File: src/rtl/core/hsg_pkg.sv
// Package for the Halton sequence generator: widths, types, register indexes
// and step counts shared by the top level and its serial arithmetic units.
// Depends on nothing.
package hsg_pkg;

    // Widths of the stored fraction and of the element counter.
    localparam int DEN_WIDTH   = 32;
    localparam int COUNT_WIDTH = 16;

    // Fixed field widths.
    localparam int BASE_W     = 8;
    localparam int LEN_W      = 16;
    localparam int OUT_W      = 32;
    localparam int CFG_DATA_W = 16;
    localparam int CFG_IDX_W  = 1;

    // Serial multiplier: multiplier operand holds base + 1.
    localparam int MUL_W      = BASE_W + 1;
    localparam int PROD_W     = DEN_WIDTH + MUL_W;
    localparam int DIV_CNT_W  = $clog2(DEN_WIDTH);
    localparam int MUL_CNT_W  = $clog2(MUL_W);

    // Width that holds both the incremented count and the sequence length.
    localparam int CHK_W = (COUNT_WIDTH + 1 > LEN_W) ? COUNT_WIDTH + 1 : LEN_W;

    typedef logic [DEN_WIDTH-1:0]   t_den;
    typedef logic [PROD_W-1:0]      t_prod;
    typedef logic [BASE_W-1:0]      t_base;
    typedef logic [MUL_W-1:0]       t_mul;
    typedef logic [LEN_W-1:0]       t_len;
    typedef logic [OUT_W-1:0]       t_out;
    typedef logic [COUNT_WIDTH-1:0] t_count;
    typedef logic [CHK_W-1:0]       t_chk;
    typedef logic [CFG_IDX_W-1:0]   t_cfg_idx;
    typedef logic [CFG_DATA_W-1:0]  t_cfg_data;
    typedef logic [DIV_CNT_W-1:0]   t_div_cnt;
    typedef logic [MUL_CNT_W-1:0]   t_mul_cnt;

    // Status of a serial unit: busy while stepping, done for one cycle after.
    typedef struct packed {
        logic busy;
        logic done;
    } t_unit_sts;

    localparam t_cfg_idx CFG_BASE = t_cfg_idx'(0);
    localparam t_cfg_idx CFG_LEN  = t_cfg_idx'(1);

    localparam t_base    BASE_RST = t_base'(2);
    localparam t_base    BASE_MIN = t_base'(2);
    localparam t_len     LEN_RST  = t_len'(65535);
    localparam t_len     LEN_MIN  = t_len'(1);

    localparam t_div_cnt DIV_LAST = t_div_cnt'(DEN_WIDTH - 1);
    localparam t_mul_cnt MUL_LAST = t_mul_cnt'(MUL_W - 1);

endpackage

File: src/rtl/core/halton_sequence_generator.sv
// Top level of the Halton sequence generator: sequencer, fraction state,
// configuration registers and output register. Depends on hsg_pkg, hsg_div, hsg_mul.
//
//   channel  direction  handshake                 payload
//   input    in         i_valid / o_stall         i_restart
//   result   out        o_valid / i_stall         o_numerator, o_denominator, o_last, o_overflow
//   config   in         i_cfg_valid / o_cfg_ready i_cfg_index, i_cfg_data
//
// One item is worked at a time. When the element starts a new digit the result is loaded
// after one 9-step serial multiplication; otherwise after one or more bit-serial divisions
// by the base and a 9-step multiplication of the quotient by base + 1. The next item can
// be taken in the cycle after the result is loaded. Reset is synchronous and active low
// and clears the state to 0/1 with a count of zero. A new item may be taken while a
// result waits in the output register; a finished item waits for that register to empty.
module halton_sequence_generator (
    input  logic                  i_clk,
    input  logic                  i_rst_n,
    input  logic                  i_valid,
    output logic                  o_stall,
    input  logic                  i_restart,
    output logic                  o_valid,
    input  logic                  i_stall,
    output hsg_pkg::t_out         o_numerator,
    output hsg_pkg::t_out         o_denominator,
    output logic                  o_last,
    output logic                  o_overflow,
    input  logic                  i_cfg_valid,
    output logic                  o_cfg_ready,
    input  hsg_pkg::t_cfg_idx     i_cfg_index,
    input  hsg_pkg::t_cfg_data    i_cfg_data
);

    typedef enum logic [5:0] {
        S_IDLE    = 6'b000001,
        S_DIFF    = 6'b000010,
        S_DIV     = 6'b000100,
        S_OVF_MUL = 6'b001000,
        S_MUL     = 6'b010000,
        S_OUT     = 6'b100000
    } t_state;

    t_state               r_state, n_state;
    hsg_pkg::t_den        r_num, n_num;
    hsg_pkg::t_den        r_den, n_den;
    hsg_pkg::t_count      r_cnt, n_cnt;
    hsg_pkg::t_den        r_x, n_x;
    logic                 r_ovf, n_ovf;
    hsg_pkg::t_base       r_base;
    hsg_pkg::t_len        r_len;
    logic                 r_out_valid, n_out_valid;
    hsg_pkg::t_out        r_out_num, n_out_num;
    hsg_pkg::t_out        r_out_den, n_out_den;
    logic                 r_out_last, n_out_last;
    logic                 r_out_ovf, n_out_ovf;

    hsg_pkg::t_base       w_base;
    hsg_pkg::t_len        w_len;
    hsg_pkg::t_den        w_diff;
    logic [hsg_pkg::COUNT_WIDTH:0] w_next_cnt;
    logic                 w_last;
    logic                 w_slot_free;
    logic                 w_accept;

    logic                 w_div_start;
    hsg_pkg::t_den        w_div_dividend;
    hsg_pkg::t_den        w_quotient;
    hsg_pkg::t_unit_sts   w_div_sts;
    logic                 w_mul_start;
    hsg_pkg::t_den        w_mul_mcand;
    hsg_pkg::t_mul        w_mul_mplier;
    hsg_pkg::t_prod       w_product;
    hsg_pkg::t_unit_sts   w_mul_sts;

    hsg_div u_div (
        .i_clk      (i_clk),
        .i_rst_n    (i_rst_n),
        .i_start    (w_div_start),
        .i_dividend (w_div_dividend),
        .i_divisor  (w_base),
        .o_quotient (w_quotient),
        .o_sts      (w_div_sts)
    );

    hsg_mul u_mul (
        .i_clk     (i_clk),
        .i_rst_n   (i_rst_n),
        .i_start   (w_mul_start),
        .i_mcand   (w_mul_mcand),
        .i_mplier  (w_mul_mplier),
        .o_product (w_product),
        .o_sts     (w_mul_sts)
    );

    // A base below two is taken as two, a zero length as one.
    assign w_base = (r_base < hsg_pkg::BASE_MIN) ? hsg_pkg::BASE_MIN : r_base;
    assign w_len  = (r_len == '0) ? hsg_pkg::LEN_MIN : r_len;

    assign w_diff      = r_den - r_num;
    assign w_next_cnt  = {1'b0, r_cnt} + 1'b1;
    assign w_last      = (hsg_pkg::t_chk'(w_next_cnt) >= hsg_pkg::t_chk'(w_len))
                         || w_next_cnt[hsg_pkg::COUNT_WIDTH];
    assign w_slot_free = !r_out_valid || !i_stall;
    assign o_stall     = (r_state != S_IDLE);
    assign w_accept    = i_valid && !o_stall;
    assign o_cfg_ready = 1'b1;

    always_comb begin
        n_state        = r_state;
        n_num          = r_num;
        n_den          = r_den;
        n_cnt          = r_cnt;
        n_x            = r_x;
        n_ovf          = r_ovf;
        n_out_valid    = r_out_valid && i_stall;
        n_out_num      = r_out_num;
        n_out_den      = r_out_den;
        n_out_last     = r_out_last;
        n_out_ovf      = r_out_ovf;
        w_div_start    = 1'b0;
        w_div_dividend = r_den;
        w_mul_start    = 1'b0;
        w_mul_mcand    = r_den;
        w_mul_mplier   = {1'b0, w_base};
        case (r_state)
            S_IDLE: begin
                if (w_accept) begin
                    if (i_restart) begin
                        n_num = '0;
                        n_den = hsg_pkg::t_den'(1);
                        n_cnt = '0;
                    end
                    n_state = S_DIFF;
                end
            end
            S_DIFF: begin
                n_x   = w_diff;
                n_ovf = 1'b0;
                if (w_diff == hsg_pkg::t_den'(1)) begin
                    // Next element opens a new digit: 1 / (den * base).
                    w_mul_start = 1'b1;
                    n_state     = S_OVF_MUL;
                end else begin
                    w_div_start = 1'b1;
                    n_state     = S_DIV;
                end
            end
            S_DIV: begin
                // Keep dividing by the base while x does not exceed the quotient.
                if (w_div_sts.done) begin
                    if (r_x <= w_quotient) begin
                        w_div_dividend = w_quotient;
                        w_div_start    = 1'b1;
                    end else begin
                        w_mul_mcand  = w_quotient;
                        w_mul_mplier = {1'b0, w_base} + 1'b1;
                        w_mul_start  = 1'b1;
                        n_state      = S_MUL;
                    end
                end
            end
            S_OVF_MUL: begin
                if (w_mul_sts.done) begin
                    if (w_product[hsg_pkg::PROD_W-1:hsg_pkg::DEN_WIDTH] != '0) begin
                        n_ovf = 1'b1;
                    end else begin
                        n_num = hsg_pkg::t_den'(1);
                        n_den = w_product[hsg_pkg::DEN_WIDTH-1:0];
                    end
                    n_state = S_OUT;
                end
            end
            S_MUL: begin
                if (w_mul_sts.done) begin
                    n_num   = w_product[hsg_pkg::DEN_WIDTH-1:0] - r_x;
                    n_state = S_OUT;
                end
            end
            S_OUT: begin
                if (w_slot_free) begin
                    n_out_valid = 1'b1;
                    n_out_num   = hsg_pkg::t_out'(r_num);
                    n_out_den   = hsg_pkg::t_out'(r_den);
                    n_out_ovf   = r_ovf;
                    n_out_last  = 1'b0;
                    // An overflowed item leaves the state and the count alone.
                    if (!r_ovf) begin
                        if (w_last) begin
                            n_out_last = 1'b1;
                            n_num      = '0;
                            n_den      = hsg_pkg::t_den'(1);
                            n_cnt      = '0;
                        end else begin
                            n_cnt = w_next_cnt[hsg_pkg::COUNT_WIDTH-1:0];
                        end
                    end
                    n_state = S_IDLE;
                end
            end
            default: begin
                n_state = S_IDLE;
            end
        endcase
    end

    always_ff @(posedge i_clk) begin
        if (!i_rst_n) begin
            r_state     <= S_IDLE;
            r_num       <= '0;
            r_den       <= hsg_pkg::t_den'(1);
            r_cnt       <= '0;
            r_ovf       <= 1'b0;
            r_out_valid <= 1'b0;
            r_base      <= hsg_pkg::BASE_RST;
            r_len       <= hsg_pkg::LEN_RST;
        end else begin
            r_state     <= n_state;
            r_num       <= n_num;
            r_den       <= n_den;
            r_cnt       <= n_cnt;
            r_ovf       <= n_ovf;
            r_out_valid <= n_out_valid;
            if (i_cfg_valid && o_cfg_ready) begin
                case (i_cfg_index)
                    hsg_pkg::CFG_BASE: r_base <= i_cfg_data[hsg_pkg::BASE_W-1:0];
                    hsg_pkg::CFG_LEN:  r_len  <= i_cfg_data[hsg_pkg::LEN_W-1:0];
                    default: begin
                        r_base <= r_base;
                    end
                endcase
            end
        end
        r_x        <= n_x;
        r_out_num  <= n_out_num;
        r_out_den  <= n_out_den;
        r_out_last <= n_out_last;
        r_out_ovf  <= n_out_ovf;
    end

    assign o_valid       = r_out_valid;
    assign o_numerator   = r_out_num;
    assign o_denominator = r_out_den;
    assign o_last        = r_out_last;
    assign o_overflow    = r_out_ovf;

    // The denominator is a product of bases that fitted, so it can never be zero.
    a_den_nonzero: assert property (@(posedge i_clk) disable iff (!i_rst_n)
        r_den != '0)
        else $error("denominator register holds zero");

    // The divider and the multiplier are used strictly one after the other.
    a_units_exclusive: assert property (@(posedge i_clk) disable iff (!i_rst_n)
        !(w_div_sts.busy && w_mul_sts.busy))
        else $error("divider and multiplier busy together");

    // An element that overflowed never closes the sequence.
    a_ovf_not_last: assert property (@(posedge i_clk) disable iff (!i_rst_n)
        (o_valid && o_overflow) |-> !o_last)
        else $error("overflowed item marked as last");

    // A result is only loaded from the final state of an item.
    a_result_from_out: assert property (@(posedge i_clk) disable iff (!i_rst_n)
        $rose(r_out_valid) |-> $past(r_state == S_OUT))
        else $error("result loaded outside the output state");

endmodule

File: src/rtl/core/hsg_div.sv
// Bit-serial restoring divider: a DEN_WIDTH-bit dividend by an 8-bit base,
// one quotient bit per cycle. Depends on hsg_pkg.
module hsg_div (
    input  logic              i_clk,
    input  logic              i_rst_n,
    input  logic              i_start,
    input  hsg_pkg::t_den     i_dividend,
    input  hsg_pkg::t_base    i_divisor,
    output hsg_pkg::t_den     o_quotient,
    output hsg_pkg::t_unit_sts o_sts
);

    logic                       r_busy, n_busy;
    logic                       r_done, n_done;
    hsg_pkg::t_div_cnt          r_step, n_step;
    hsg_pkg::t_den              r_quo, n_quo;
    hsg_pkg::t_base             r_rem, n_rem;
    logic [hsg_pkg::BASE_W:0]   w_trial;
    logic [hsg_pkg::BASE_W:0]   w_diff;
    logic                       w_fit;

    // The dividend shifts out of the top of r_quo while quotient bits enter below.
    assign w_trial = {r_rem, r_quo[hsg_pkg::DEN_WIDTH-1]};
    assign w_diff  = w_trial - {1'b0, i_divisor};
    assign w_fit   = w_trial >= {1'b0, i_divisor};

    always_comb begin
        n_busy = r_busy;
        n_done = 1'b0;
        n_step = r_step;
        n_quo  = r_quo;
        n_rem  = r_rem;
        if (i_start) begin
            n_busy = 1'b1;
            n_step = '0;
            n_quo  = i_dividend;
            n_rem  = '0;
        end else if (r_busy) begin
            n_quo  = {r_quo[hsg_pkg::DEN_WIDTH-2:0], w_fit};
            n_rem  = w_fit ? w_diff[hsg_pkg::BASE_W-1:0] : w_trial[hsg_pkg::BASE_W-1:0];
            n_step = r_step + 1'b1;
            if (r_step == hsg_pkg::DIV_LAST) begin
                n_busy = 1'b0;
                n_done = 1'b1;
            end
        end
    end

    always_ff @(posedge i_clk) begin
        if (!i_rst_n) begin
            r_busy <= 1'b0;
            r_done <= 1'b0;
            r_step <= '0;
        end else begin
            r_busy <= n_busy;
            r_done <= n_done;
            r_step <= n_step;
        end
        r_quo <= n_quo;
        r_rem <= n_rem;
    end

    assign o_quotient = r_quo;
    assign o_sts.busy = r_busy;
    assign o_sts.done = r_done;

endmodule

File: src/rtl/core/hsg_mul.sv
// Bit-serial shift-and-add multiplier: a DEN_WIDTH-bit operand by a 9-bit
// factor, one factor bit per cycle. Depends on hsg_pkg.
module hsg_mul (
    input  logic              i_clk,
    input  logic              i_rst_n,
    input  logic              i_start,
    input  hsg_pkg::t_den     i_mcand,
    input  hsg_pkg::t_mul     i_mplier,
    output hsg_pkg::t_prod    o_product,
    output hsg_pkg::t_unit_sts o_sts
);

    logic               r_busy, n_busy;
    logic               r_done, n_done;
    hsg_pkg::t_mul_cnt  r_step, n_step;
    hsg_pkg::t_prod     r_acc, n_acc;
    hsg_pkg::t_prod     r_mcand, n_mcand;
    hsg_pkg::t_mul      r_mplier, n_mplier;

    always_comb begin
        n_busy   = r_busy;
        n_done   = 1'b0;
        n_step   = r_step;
        n_acc    = r_acc;
        n_mcand  = r_mcand;
        n_mplier = r_mplier;
        if (i_start) begin
            n_busy   = 1'b1;
            n_step   = '0;
            n_acc    = '0;
            n_mcand  = hsg_pkg::t_prod'(i_mcand);
            n_mplier = i_mplier;
        end else if (r_busy) begin
            if (r_mplier[0]) begin
                n_acc = r_acc + r_mcand;
            end
            n_mcand  = {r_mcand[hsg_pkg::PROD_W-2:0], 1'b0};
            n_mplier = {1'b0, r_mplier[hsg_pkg::MUL_W-1:1]};
            n_step   = r_step + 1'b1;
            if (r_step == hsg_pkg::MUL_LAST) begin
                n_busy = 1'b0;
                n_done = 1'b1;
            end
        end
    end

    always_ff @(posedge i_clk) begin
        if (!i_rst_n) begin
            r_busy <= 1'b0;
            r_done <= 1'b0;
            r_step <= '0;
        end else begin
            r_busy <= n_busy;
            r_done <= n_done;
            r_step <= n_step;
        end
        r_acc    <= n_acc;
        r_mcand  <= n_mcand;
        r_mplier <= n_mplier;
    end

    assign o_product  = r_acc;
    assign o_sts.busy = r_busy;
    assign o_sts.done = r_done;

endmodule
File: config.mk
export PLATFORM = sky130hd
export DESIGN_NAME = halton_sequence_generator
export DESIGN_NICKNAME = d
export VERILOG_FILES = /design/src/rtl/core/hsg_pkg.sv /design/src/rtl/core/halton_sequence_generator.sv /design/src/rtl/core/hsg_div.sv /design/src/rtl/core/hsg_mul.sv
export SDC_FILE = /design/constraint.sdc
export NUM_CORES = 1
export LEC_CHECK = 0
export ABC_CLOCK_PERIOD_IN_PS = 15600
export BUFFER_PORTS_ARGS = -buffer_cell sky130_fd_sc_hd__buf_2
export CORE_ASPECT_RATIO = 0.5
export CORE_MARGIN = 5
export CORE_UTILIZATION = 31
export CTS_BUF_LIST = sky130_fd_sc_hd__clkbuf_8
export CTS_CLUSTER_SIZE = 12
export DETAILED_ROUTE_END_ITERATION = 6
export PLACE_DENSITY = 0.49
export SETUP_SLACK_MARGIN = 0.3
export SLEW_MARGIN = 10
export SYNTH_ARGS = -nofsm -noshare
export SYNTH_HDL_FRONTEND = slang
export SYNTH_SLANG_ARGS = --single-unit
File: constraint.sdc
create_clock -name i_clk -period 15.6 [get_ports i_clk]
set_input_delay 1.56 -clock i_clk [delete_from_list [all_inputs] [get_ports i_clk]]
set_output_delay 1.56 -clock i_clk [all_outputs]
set_load 0.01 [all_outputs]
Word-level counts from Yosys, hierarchy flattened
Index checks and enable logic that the tools add are counted.
- flip-flop bits (word level): 354
- input bits: 23
- output and inout bits: 69
- word-level logic and storage cells: 164
- $add $sub $neg: 8
- magnitude comparators: 4
- equal/unequal tests: 23
- mux-type cells: 70
- bitwise logic cells: 4
- reductions and logical operators: 30
- operators with widths (operator ; number):
    two-way mux 32 bit ; 25
    one-hot mux 32 bit (4 select lines) ; 1
    two-way mux 16 bit ; 6
    one-hot mux 32 bit (3 select lines) ; 1
    subtractor 32 bit ; 2
    two-way mux 9 bit ; 5
    adder 41 bit ; 1
    equality test 32 x 1 -> 1 bit, second input constant ; 1
    <= comparator 32 bit ; 1
    one-hot mux 16 bit (2 select lines) ; 1
    two-way mux 6 bit ; 5
    one-hot mux 6 bit (5 select lines) ; 1
    two-way mux 1 bit ; 19
    adder 16 x 1 -> 17 bit, second input constant ; 1
    greater-or-equal comparator 17 x 16 -> 1 bit ; 1
    zero test 16 bit ; 1
    two-way mux 8 bit ; 2
    != test 2 bit, second input constant ; 8
    AND reduction 2 bit ; 5
    AND reduction 5 bit ; 2
    adder 8 x 1 -> 9 bit, second input constant ; 1
    greater-or-equal comparator 9 x 8 -> 1 bit ; 1
    AND reduction 9 bit ; 1
    nonzero test 9 bit ; 1
    28 further kinds ; 46

Depth between registers and ports, before layout
- word-level depth: 8
- depth in mapped cells: 18

Hierarchy
From an unflattened synthesis, not the netlist that was laid out.
- cell total of the unflattened synthesis: 2378
- area, all modules: 21954.8 sq um
- modules (own cells, without submodules) (module ; times used ; cells an instance ; area an instance (sq um) ; seq. area each (sq um)):
    halton_sequence_generator ; 1 ; 1529 ; 13505.5 ; 5185.0
    hsg_mul ; 1 ; 658 ; 6053.3 ; 2352.3
    hsg_div ; 1 ; 191 ; 2396.0 ; 1261.2

Least setup slack after synthesis
Ideal clock, no wire load.
- path kind: reg2reg
- start: reg r_den[0]
- end: reg u_div.r_quo[0], in the netlist u_div.o_quotient[0], enable pin
- arrival: 5.218 ns
- required time: 15.130 ns
- path slack: 9.912 ns
- stages on the path, launching flop included: 15
- cell sequence: dfxtp_1 -> inv_1 -> ha_1 -> fa_1 -> nor2b_1 -> o31a_4 -> o21ai_2 -> o31ai_2 -> a31oi_1 -> or4b_2 -> nand3_1 -> nor3_2 -> nand2_1 -> nand2_1 -> a21boi_0
- cells in the longest elaborated chain, start to end: 6
- elaborated cells on any way between the ends: 7
- those cells by class: add/sub: 1; eq/ne: 2; mux: 2; reduce/logical: 2
- RTL lines (what ; RTL line ; source):
    from (decl) ; halton_sequence_generator.sv:44 ; hsg_pkg::t_den r_den, n_den;
    from (signal assigned) ; halton_sequence_generator.sv:209 ; r_den <= hsg_pkg::t_den'(1);
    from (signal assigned) ; halton_sequence_generator.sv:218 ; r_den <= n_den;
    subtractor 32 bit * ; halton_sequence_generator.sv:98 ; assign w_diff = r_den - r_num;
    via w_diff[30] ; halton_sequence_generator.sv:58 ; hsg_pkg::t_den w_diff;
    equality test 32 x 1 -> 1 bit * ; halton_sequence_generator.sv:138 ; if (w_diff == hsg_pkg::t_den'(1)) begin
    two-way mux 1 bit * ; halton_sequence_generator.sv:138 ;
    one-hot mux 1 bit (2 select lines) * ; halton_sequence_generator.sv:124 ; case (r_state)
    != test 4 bit (no source line) / nonzero test 2 bit (equally long branches) ; n/a ;
    AND reduction 2 bit (no source line) * ; n/a ;
    to (signal assigned) ; hsg_div.sv:59 ; r_quo <= n_quo;
    to (decl) ; hsg_div.sv:16 ; hsg_pkg::t_den r_quo, n_quo;
The timed path passes the listed nets; every way through them passes the cells marked *.
A chain may end at the register's enable or synchronous reset.

Worst setup path after layout
- start: reg r_den[0]
- end: reg u_mul.r_mplier[6], data pin
- cells in the longest elaborated chain, start to end: 5
- RTL lines (what ; RTL line ; source):
    subtractor 32 bit ; halton_sequence_generator.sv:98 ;
    via w_diff[28] ; halton_sequence_generator.sv:58 ;
    equality test 32 x 1 -> 1 bit ; halton_sequence_generator.sv:138 ;
    two-way mux 1 bit ; halton_sequence_generator.sv:138 ;
    one-hot mux 1 bit (2 select lines) ; halton_sequence_generator.sv:124 ;
    two-way mux 9 bit ; hsg_mul.sv:27 ; if (i_start) begin
    via u_mul.n_mplier[6] ; hsg_mul.sv:18 ; hsg_pkg::t_mul r_mplier, n_mplier;
    to (signal assigned) ; hsg_mul.sv:59 ; r_mplier <= n_mplier;
    to (decl) ; hsg_mul.sv:18 ;
The timed path passes the listed nets, and every way through them passes these cells.

==> metrics.log <==
INFO  metric timing.critical_path.arrival = 5.87 ns
INFO  metric r2r_slack = 10.15 ns
INFO  metric chipWidth = 380 um
INFO  metric vias = 17300
INFO  metric pin_count_of_the_biggest_net_entering_global_routing = 76
INFO  metric timing.final.crit_share = 0.350
INFO  metric cts.repair_timing.setup_buffer_count = 0
INFO  metric min-delay-path-class = reg2reg
INFO  metric number_of_antenna_violations_at_the_first_check_in_global_routing = 0
INFO  metric n_antenna_cell = 0
INFO  metric nNetsFinal = 2546
INFO  metric cts_made_buffers = 57
INFO  metric netSwitchingFraction = 0.394
INFO  metric htree_levels = 2
INFO  metric detail_route.iter0.violations = 1247
INFO  metric synth-warning-count = 0
INFO  metric slew_headroom = 0.293
INFO  metric final.min_clock_period = 5.45 ns
INFO  metric max-vdd-ir-drop = 79.5 uV
INFO  metric netlist.top_cell.by_area = edfxtp_1
INFO  metric drtAntennaViolNets = 0
INFO  metric crit_path_max_fanout = 54
INFO  metric core = 0.0673 mm^2
INFO  metric yosys_register_bits = 354
INFO  metric area_delta_synth_final = 12.4%
INFO  metric synth_ff_type = dfxtp_1
INFO  metric grt_pass1_wl = 101000 um
INFO  metric num_io_pins = 92
INFO  metric die_h = 195 um
INFO  metric critical_path_buf_inv_count = 3
INFO  metric r2r_start = r_den[0]
INFO  metric critical_path.endpoint_type = register
INFO  metric drt_pre_antenna_iters = 5
INFO  metric filler_cell_count = 6929
INFO  metric intPower = 2.12 mW
INFO  metric grt_setup_unrepaired = no
INFO  metric routed_wl = 65700 um
INFO  metric sequentialPowerShare = 0.355
INFO  metric number_of_drc_violations_after_detailed_routing = 0
INFO  metric post_synth_edffs = 171
INFO  metric synth.yosys.seq_area_share = 0.415
INFO  metric power.static_leakage = 10.4 nW
INFO  metric report.final.hold_viol_count = 0
INFO  metric dp.cells = 3193
INFO  metric max_cap_viol_count = 0
INFO  metric ctsLongestPathBuffers = 3
INFO  metric synth_most_common_cell = a21oi_1
INFO  metric setup_viol_count_final = 0
INFO  metric first_global_vias = 16600
INFO  metric finalInstanceArea = 0.0238 mm^2
INFO  metric initial_utilization = 0.315
INFO  metric sum_of_overflow_across_all_layers_after_global_routing = 0
INFO  metric achievable-frequency = 183 MHz
INFO  metric post-synth-top-area-fraction = 0.242
INFO  metric synthesis.area = 0.0212 mm^2
INFO  metric clock_skew = 0.0476 ns
INFO  metric timing.hold.worst.start = r_num[10]
INFO  metric layout.area.seq = 0.00880 mm^2
INFO  metric buffer_ports.inserted = 90
INFO  metric multiInputGateArea = 0.0114 mm^2
INFO  metric outcome = finished, final reports clean
INFO  metric design_power_total = 3.49 mW
INFO  metric layout.core_utilization = 0.354
INFO  metric p_switching = 1.38 mW
INFO  metric path_type_of_the_worst_setup_path = reg2reg
INFO  metric viasPerCell = 5.24
INFO  metric detailed_place_hpwl = 46900 um
INFO  metric clock_insertion_delay_worst_skew = 0.69 ns
INFO  metric unique_cell_type_count_in_the_yosys_netlist = 91
INFO  metric placementRows = 67
INFO  metric wirelength_per_cell = 19.9 um
INFO  metric crit_chain = inv_1 > ha_1 > fa_1 > nor2b_1 > o31a_4 > o211ai_1 > a311oi_1 > o21ai_0 > xor2_1 > inv_1 > nor4_1 > nand4_4 > nand2_2 > buf_4 > mux2_2
INFO  metric die_area = 0.0740 mm^2
INFO  metric yosys-top-cells-count = a21oi_1 (250), nor2_1 (215), nand2_1 (184)
INFO  metric synth.top_cells.by_area = edfxtp_1 (24%), dfxtp_1 (17%), ha_1 (9.7%)
INFO  metric cpPeakStageDelay = 0.65 ns
INFO  metric timing_worst_slew_pin_value = 1.06 ns
INFO  metric timing.setup.tns = 0 ns
INFO  metric cts_tree = built
INFO  metric share_comb_of_total_power = 0.386
INFO  metric cts_hold_repair.buffers = 0
INFO  metric cts_sinks = 354
INFO  metric power.density = 147 mW/mm^2
INFO  metric clk_pin_slew_worst_paths = 0.07 ns
INFO  metric crit_start = r_den[0]
INFO  metric final_layout_size_suffix_gt1_frac = 0.112
INFO  metric launching_element_type_of_the_critical_path = register
INFO  metric post_cts_resize_count = 0
INFO  metric place_congestion = 0.886
INFO  metric cts-root-buf = clkbuf_8
INFO  metric cp_common_cell = inv_1
INFO  metric synthesis.nets = 2474
INFO  metric power.share.clock = 0.259
INFO  metric final_cells = 3300
INFO  metric crit_slowest_cell = buf_4
INFO  metric postSynthAreaPerCell = 9.28 um^2
INFO  metric fraction_of_synthesis_flops_using_an_asynchronous_set_or_reset_pin = 0
INFO  metric syn-instance-count = 2283
INFO  metric dpl_cell_area = 0.0226 mm^2
INFO  metric cpLargestDelayFamily = simple AND/OR/NAND/NOR gates
INFO  metric timing.critical_path.required = 16.01 ns
INFO  metric slew_violations = 0
INFO  metric all_layer_global_routing_usage = 0.172
-- power by group through the flow --
| stage | Combinational (mW) | Clock (mW) | Sequential [mW] |
|---|---|---|---|
| 2_1_floorplan | 0.988 | 0 | 1.21 |
| 3_5_place_dp | 1.33 | 0 | 1.26 |
| 6_report | 1.35 | 0.906 | 1.24 |
| 3_3_place_gp | 1.31 | 0 | 1.26 |
| 4_1_cts | 1.34 | 0.936 | 1.24 |
| 5_1_grt | 1.49 | 0.975 | 1.25 |
-- per-layer routing --
metal | wire [um] | GRT usage
met1 | 33800 | 0.255
met2 | 27600 | 0.262
met3 | 3110 | 0.0280
met4 | 1200 | 0.0413
met5 | 0 | 0
-- state kept, by name, summed over array words and instances, names as in the netlist, 9 cells and up --
name              cells
r_x                  32
r_cnt                16
o_numerator          32
r_den                32
o_denominator        32
u_mul.o_product      41
r_num                32
u_mul.r_mplier        9
r_len                16
u_div.o_quotient     32
u_mul.r_mcand        41
-- through the flow --
step	worst slack, ns	hold WS (ns)
2_1_floorplan	9.91	0.408
3_3_place_gp	10.14	0.411
3_5_place_dp	10.18	0.421
4_1_cts	10.16	0.433
5_1_grt	9.73	0.439
6_report	10.15	0.433
-- placed cells by master, fill, tap and decap left out, types with 29 or more instances in the layout --
cell type / count
nand2_1: 182
inv_1: 186
buf_2: 90
nor2_1: 214
ha_1: 164
xor2_1: 40
mux2i_1: 49
o21ai_0: 75
dfxtp_1: 183
clkbuf_8: 66
o2111ai_1: 31
a21o_1: 60
o211ai_1: 38
a31oi_1: 29
a21oi_1: 248
and3_1: 32
nand3_1: 43
nand4_1: 29
edfxtp_1: 171
xnor2_1: 64
-- area by class of cell --
cell class | count | area share
clock buffer | 66 | 0.0381
clock inverter | 41 | 0.0144
inverter | 175 | 0.0276
multi-input combinational | 1657 | 0.478
sequential | 354 | 0.369
tap | 897 | 0.0471
timing repair buffer | 110 | 0.0252
-- worst paths after layout --
path / endpoint / cells past startpoint
min reg2reg: o_numerator[10] / 0
max: u_mul.r_mplier[6] / 15
max reg2reg: u_mul.r_mplier[6] / 15
min: o_numerator[10] / 0
-- kinds of logic (layout without fill, tap and decap cells) --
family	Yosys count	after routing	share of synthesized area
other cells	1	1	0.000177
simple gates	651	651	0.147
xor+xnor	104	104	0.0430
mux	86	86	0.0446
flops	354	354	0.415
buf+inv	272	392	0.0519
compound gates	647	647	0.198
fa+ha+maj	168	168	0.101
No activity file was read; power rests on OpenSTA's default activity.
